## src/rtl/core/pple_pkg.sv

```systemverilog
package pple_pkg;

   localparam int POS_W     = 16;
   localparam int DELAY_W   = 6;
   localparam int COUNT_W   = 8;
   localparam int LINES     = 2;
   localparam int CSR_IDX_W = 2;
   localparam int CSR_DATA_W = 1;

   localparam logic [10:0]        AXIS_LIMIT  = 11'd1024;
   localparam logic [DELAY_W-1:0] DELAY_RANGE = 6'd28;
   localparam logic [DELAY_W-1:0] BASE_A      = 6'd23;
   localparam logic [DELAY_W-1:0] BASE_B      = 6'd27;
   localparam logic [DELAY_W-1:0] MID_A       = 6'd37;
   localparam logic [DELAY_W-1:0] MID_B       = 6'd41;
   localparam logic [COUNT_W-1:0] COUNT_MAX   = 8'hFF;

   localparam logic [CSR_IDX_W-1:0] CSR_ENABLE_A = 2'd0;
   localparam logic [CSR_IDX_W-1:0] CSR_ENABLE_B = 2'd1;
   localparam logic [CSR_IDX_W-1:0] CSR_COMBINED = 2'd2;

   localparam logic CMD_UPDATE = 1'b0;
   localparam logic CMD_TICK   = 1'b1;

   typedef struct packed {
      logic en_rise;
      logic en_fall;
      logic update;
      logic tick;
      logic fall;
   } pple_port_ctl_type;

   // 28 - floor(v*28/1024) + base, v clamped to 1024
   function automatic logic [DELAY_W-1:0] axis_delay(input logic [POS_W-1:0] raw,
                                                     input logic [DELAY_W-1:0] base);
      logic [10:0] v;
      logic [14:0] prod;
      logic [4:0]  q;
      v    = (raw > POS_W'(AXIS_LIMIT)) ? AXIS_LIMIT : raw[10:0];
      prod = {v, 4'b0000} + {1'b0, v, 3'b000} + {2'b00, v, 2'b00};
      q    = prod[14:10];
      return DELAY_RANGE - {1'b0, q} + base;
   endfunction

endpackage

```

## src/rtl/core/pple_port.sv

```systemverilog
module pple_port import pple_pkg::*; (
   input  logic                          clock,
   input  logic                          reset,
   input  pple_port_ctl_type             ctl,
   input  logic [DELAY_W-1:0]            mid,
   input  logic [LINES-1:0][DELAY_W-1:0] upd_delay,
   output logic [LINES-1:0]              level_in
);

   logic [LINES-1:0][DELAY_W-1:0] pend_ff, pend_in;
   logic [LINES-1:0][DELAY_W-1:0] act_ff, act_in;
   logic [COUNT_W-1:0]            cnt_ff, cnt_in;
   logic                          run_ff, run_in;
   logic [LINES-1:0]              level_ff;

   always_comb begin
      pend_in  = pend_ff;
      act_in   = act_ff;
      cnt_in   = cnt_ff;
      run_in   = run_ff;
      level_in = level_ff;
      if (ctl.en_rise) begin
         run_in   = 1'b0;
         act_in   = {LINES{mid}};
         level_in = '1;
      end else if (ctl.en_fall) begin
         run_in   = 1'b0;
         level_in = '0;
      end else if (ctl.update) begin
         pend_in = upd_delay;
      end else if (ctl.tick) begin
         if (ctl.fall) begin
            // restart timing, latch pending delays
            cnt_in   = '0;
            run_in   = 1'b1;
            level_in = '0;
            act_in   = pend_ff;
         end else if (run_ff) begin
            if (cnt_ff != COUNT_MAX) cnt_in = cnt_ff + COUNT_W'(1);
            for (int i = 0; i < LINES; i++) begin
               if (cnt_in == COUNT_W'(act_ff[i])) level_in[i] = 1'b1;
            end
         end
      end
   end

   always_ff @(posedge clock) begin
      if (reset) begin
         pend_ff  <= {LINES{mid}};
         act_ff   <= {LINES{mid}};
         cnt_ff   <= '0;
         run_ff   <= 1'b0;
         level_ff <= '0;
      end else begin
         pend_ff  <= pend_in;
         act_ff   <= act_in;
         cnt_ff   <= cnt_in;
         run_ff   <= run_in;
         level_ff <= level_in;
      end
   end

endmodule

```

## config.mk

```make
export PLATFORM = sky130hd
export DESIGN_NAME = pple_port
export DESIGN_NICKNAME = d
export VERILOG_FILES = /design/src/rtl/core/pple_pkg.sv /design/src/rtl/core/pple_port.sv
export SDC_FILE = /design/constraint.sdc
export NUM_CORES = 1
export LEC_CHECK = 0
export CAP_MARGIN = 20
export CORE_ASPECT_RATIO = 1.5
export CORE_UTILIZATION = 30
export CTS_CLUSTER_DIAMETER = 80
export DETAILED_ROUTE_END_ITERATION = 6
export DONT_BUFFER_PORTS = 1
export GPL_TIMING_DRIVEN = 0
export HOLD_SLACK_MARGIN = 0.03
export PLACE_DENSITY = 0.55
export REMOVE_ABC_BUFFERS = 1
export SLEW_MARGIN = 20
export SYNTH_ARGS = -nofsm -noshare
export SYNTH_HDL_FRONTEND = slang
export SYNTH_SLANG_ARGS = --single-unit
```

## constraint.sdc

```tcl
create_clock -name clock -period 2.5 [get_ports clock]
set_input_delay 0.5 -clock clock [delete_from_list [all_inputs] [get_ports clock]]
set_output_delay 0.5 -clock clock [all_outputs]
set_load 0.02 [all_outputs]
```

# Word level (Yosys, flattened, before mapping)

Index checks and enable logic that the tools add are counted.

Register bits: 35
Input port bits: 25
Logic and storage cells: 54

Add/subtract/negate cells: 1
Eq/ne operators: 7
Mux-type cells: 27
Bitwise logic cells: 3
Reductions and logical operators: 9

Operators with widths:

| operator                                                        | number |
|---|---|
| 12-bit two-way mux                                              | 10 |
| 8-bit two-way mux                                               | 9 |
| 8-bit by 6-bit == test with 1-bit output                        | 2 |
| 2-bit two-way mux                                               | 6 |
| 8-bit by 1-bit adder with 8-bit output, second input constant   | 1 |
| 8-bit != test, second input constant                            | 1 |
| 3-bit by 2-bit != test with 1-bit output, second input constant | 2 |
| 3-bit AND reduction                                             | 2 |
| 3-bit nonzero test                                              | 2 |
| 5-bit AND reduction                                             | 1 |
| 2-bit != test, second input constant                            | 2 |
| 4-bit AND reduction                                             | 1 |
| 2-bit nonzero test                                              | 2 |
| 1-bit NOT                                                       | 3 |
| 3-bit OR reduction                                              | 1 |
| 1-bit two-way mux                                               | 2 |

# Logic depth before layout (Yosys ltp)

Word-level depth: 16
Gate-level depth with buffers: 8
Depth with buffers taken out: 6

# Worst setup path after synthesis

OpenSTA, ideal clock, no wires.

Kind: reg-to-output
Start point: register cnt_ff[0]
End point: output port level_in[0]
Arrival time: 1.954 ns
Data required time: 2.000 ns
Path slack: 0.046 ns
Cell stages (with the launch flop): 9
Buffers on the path: 2
Path through: dfxtp_1 ha_1 buf_6 and4_4 buf_6 a211o_1 nand3b_2 a41oi_2 nor4_2

Word-level cells in the longest chain between the ends: 16

RTL lines:

| element                                                                 | RTL line        | source |
|---|---|---|
| from (decl)                                                             | pple_port.sv:12 | `logic [COUNT_W-1:0] cnt_ff, cnt_in;` |
| from (signal assigned)                                                  | pple_port.sv:57 | `cnt_ff <= cnt_in;` |
| 8-bit by 1-bit adder with 8-bit output or 8-bit != test (tied branches) | pple_port.sv:39 | `if (cnt_ff != COUNT_MAX) cnt_in = cnt_ff + COUNT_W'(1);` |
| 8-bit two-way mux (*)                                                   | pple_port.sv:39 |  |
| 8-bit two-way mux (*)                                                   | pple_port.sv:38 | `end else if (run_ff) begin` |
| 8-bit two-way mux (*)                                                   | pple_port.sv:32 | `if (ctl.fall) begin` |
| 8-bit two-way mux (*)                                                   | pple_port.sv:31 | `end else if (ctl.tick) begin` |
| 8-bit two-way mux (*)                                                   | pple_port.sv:29 | `end else if (ctl.update) begin` |
| 8-bit two-way mux (*)                                                   | pple_port.sv:26 | `end else if (ctl.en_fall) begin` |
| 8-bit two-way mux (*)                                                   | pple_port.sv:22 | `if (ctl.en_rise) begin` |
| 8-bit by 6-bit == test with 1-bit output (*)                            | pple_port.sv:41 | `if (cnt_in == COUNT_W'(act_ff[i])) level_in[i] = 1'b1;` |
| 1-bit two-way mux (*)                                                   | pple_port.sv:41 |  |
| 2-bit two-way mux (*)                                                   | pple_port.sv:38 |  |
| 2-bit two-way mux (*)                                                   | pple_port.sv:32 |  |
| 2-bit two-way mux (*)                                                   | pple_port.sv:31 |  |
| 2-bit two-way mux (*)                                                   | pple_port.sv:29 |  |
| 2-bit two-way mux (*)                                                   | pple_port.sv:26 |  |
| 2-bit two-way mux (*)                                                   | pple_port.sv:22 |  |
| to (decl)                                                               | pple_port.sv:7  | `output logic [LINES-1:0] level_in` |

Every way passes the cells marked *; elsewhere a longest branch is shown, timed or not. The select of a mux whose other input is x is not followed.

# Worst setup path in the final report

Start point: register cnt_ff[1]
End point: output port level_in[0]

The elaborated chain is that of the path after synthesis.

==> results.yml <==
status:
  status: "finished, violations left"
  violations: "negative setup slack"
sta:
  worst_slew_pin_slew_ns: 0.822
  setup_tns_ns: -0.118
  worst_slack_ns: -0.0661
  fin_skew_ns: 0.00890
  finalHoldViolCount: 0
  period_share_pct: 103
  report.final.slew_viol_count: 0
  finalSetupViolations: 2
  relSlewSlack_pct: 45.0
  fin_crit_ns: 2.57
  fmax_mhz: 390
  rsz0062_at_grt: "yes"
worst_setup_path:
  worstPathRequired_ns: 2.00
  critPathMaxFanout: 6
  endpoint_kind: "output port"
  crit_type: "flip-flop to output port"
  start_kind: "flip-flop"
  slowest_delay_ns: 0.41
  critPathBufInv: 0
  critical_path.top_delay_family: "simple AND/OR/NAND/NOR gates"
  cpMaxStageDelayCell: "nor4_4"
  cp_data_arrival_time_ns: 2.07
  cp_cell_sequence: "ha_4 -> and4_4 -> nand2_4 -> o211ai_1 -> a311oi_2 -> nor4_4"
synthesis:
  ys_types: 53
  synth_ff_type: "edfxtp_1"
  netlist_area_um2: 2180
  synth_area_leaders: "edfxtp_1 (33%), dfxtp_1 (10%), nand2_1 (6.0%)"
  yosys.area.top_type: "edfxtp_1"
  ys.warnings.count: 0
  synth_top_area_share_pct: 33.0
  synthArstFlopShare_pct: 0
  synth_area_per_cell_um2: 8.87
  synthCells: 246
  synth-seq-cells: 35
  synthTopCellsByCount: "nand2_1 (35), o21ai_0 (25), edfxtp_1 (24), a21oi_1 (19), inv_1 (17)"
  yosysMostFrequentCell: "nand2_1"
  ys_seq_area_share_pct: 43.1
  synth_edf_count: 24
global_routing:
  gr-usage-met2_pct: 26.8
  grt_first_pass_wirelength_mm: 8.70
  use_met3_pct: 3.79
  grt-ovfl-total: 0
  grt_max_degree: 37
  grt_pass1_vias: 1829
  grt_usage_pct: 14.8
  use_met1_pct: 15.1
  antenna_found_initial: 0
  grt_busiest_layer: "met2"
place:
  io_buffers: 0
  place.gp.congestion: 0.874
  place_ws_ns: -0.635
  dp_hpwl_mm: 3.52
  placed_cell_area_um2: 2170
cts:
  clk_latency_ns: 0.29
  cts_tree: "built"
  cts_made_buffers: 5
  path_clk_slew_ns: 0.08
  clockBufferDepth: 2
  htreeDepth: 2
  clock-sinks: 35
  cts_root_buf: "clkbuf_8"
layout:
  nFillCells: 725
  register_area_um2: 966
  num_antenna_cells: 0
  fin_util_pct: 36.3
  area_growth_pct: 15.6
  multi_input_area_um2: 1180
  layout-drive-gt1-share_pct: 22.4
  final_area_um2: 2520
  nNetsFinal: 279
routing:
  firstDrtPassIters: 4
  wire_per_inst_um: 15.6
  drt_drc_violations_left: 0
  avgViaCountPerCell: 5.52
  ant_nets: 0
  vias: 1831
  totalWireLength_mm: 5.19
  initialDrtViolationCount: 53
floorplan:
  die_y_um: 106
  ioPinCount: 27
  start_util_pct: 31.4
  fp-row-count: 37
  core_area_um2: 6940
  die-area_um2: 7620
  die_x_um: 71.6
pwr:
  ir_drop_uv: 327
  power_density_nw_per_um2: 487
  leakage_nw: 0.933
flow_run:
  maxCapViolCount: 0
min_path:
  min_path_type: "input port to flip-flop"
## per-stage QoR
step | hold WS (ns) | instances | total power [mW]
after detailed placement | 0.482 | 308 | 0.814
after global routing | 0.263 | 332 | 1.28
after global placement | 0.474 | 307 | 0.809
after floorplan | 0.450 | 229 | 0.789
final | 0.267 | 332 | 1.23
after CTS | 0.269 | 332 | 1.23
## cells by family after synthesis
logic type | after synthesis | synth area share (%)
simple gates | 92 | 22.5
compound gates | 76 | 22.2
flops | 35 | 43.1
buf+inv | 34 | 8.26
xor+xnor | 6 | 2.41
mux | 2 | 0.918
fa+ha+maj | 1 | 0.574
## layout make-up
type / count / share of cell area [%]
tap: 78 / 3.87
inverter: 17 / 2.53
clock buffer: 6 / 2.88
clock inverter: 2 / 0.496
multi-input combinational: 178 / 47.0
timing repair buffer: 16 / 4.91
sequential: 35 / 38.3
## what timing repair did
| item | in CTS | in global routing |
|---|---|---|
| gates resized for setup | 38 | 3 |
| endpoints found under the setup margin | 2 | 2 |
| setup buffers | 15 | 0 |
| cloned | 1 | 0 |
| hold endpoints to repair | 0 | 0 |
| hold buffers | 0 | 0 |
| pin swaps | 15 | 0 |
## where the power goes
group	internal [mW]	total (mW)	switching [mW]	leakage, nW
registers	0.665	0.684	0.0192	0.338
clock network	0.195	0.414	0.219	0.0412
logic	0.0547	0.130	0.0755	0.554
total	0.915	1.23	0.314	0.933
## final timing paths
kind | start | end | slack (ns) | cells past startpoint
max | cnt_ff[1] | level_in[0] | -0.07 | 6
min | reset | cnt_ff[5] | 0.27 | 1
max reg2reg | cnt_ff[1] | level_ff[0] | 0.55 | 7
min reg2reg | level_ff[1] | level_ff[1] | 0.50 | 2
## routing by layer
layer  routed length, um  share of wire, %
met1                1900                37
met2                2750                53
met3                 296               5.7
met4                 245               4.7
met5                   0                 0
## cell usage in the layout (no fill, tap or decap), types with 4 or more instances in the layout
cell type  netlist  final
nand2_1         35     34
edfxtp_1        24     24
o21ai_0         25     23
inv_1           17     17
a21oi_1         19     16
buf_4            1     15
nor2_1          14     14
nor3_1           6      6
dfxtp_4          0      6
nand2b_1         5      5
nand3_1          6      5
clkbuf_8         0      5
nand4_1          4      4
xnor2_1          4      4
## worst reg2reg max path, delay by kind of cell, from the launching register on
family / cells / cell delay [ns]
and+or+nand+nor: 3 / 0.72
AOI/OAI and AO/OA: 2 / 0.39
DFF: 1 / 0.37
adders and majority gates: 1 / 0.21
buffers and inverters: 1 / 0.16
## flip-flops by register name (all words and copies together) (netlist names)
name      count
act_ff       12
level_ff      2
pend_ff      12
cnt_ff        8
run_ff        1
Note: power is estimated with default switching activity, not from simulation.
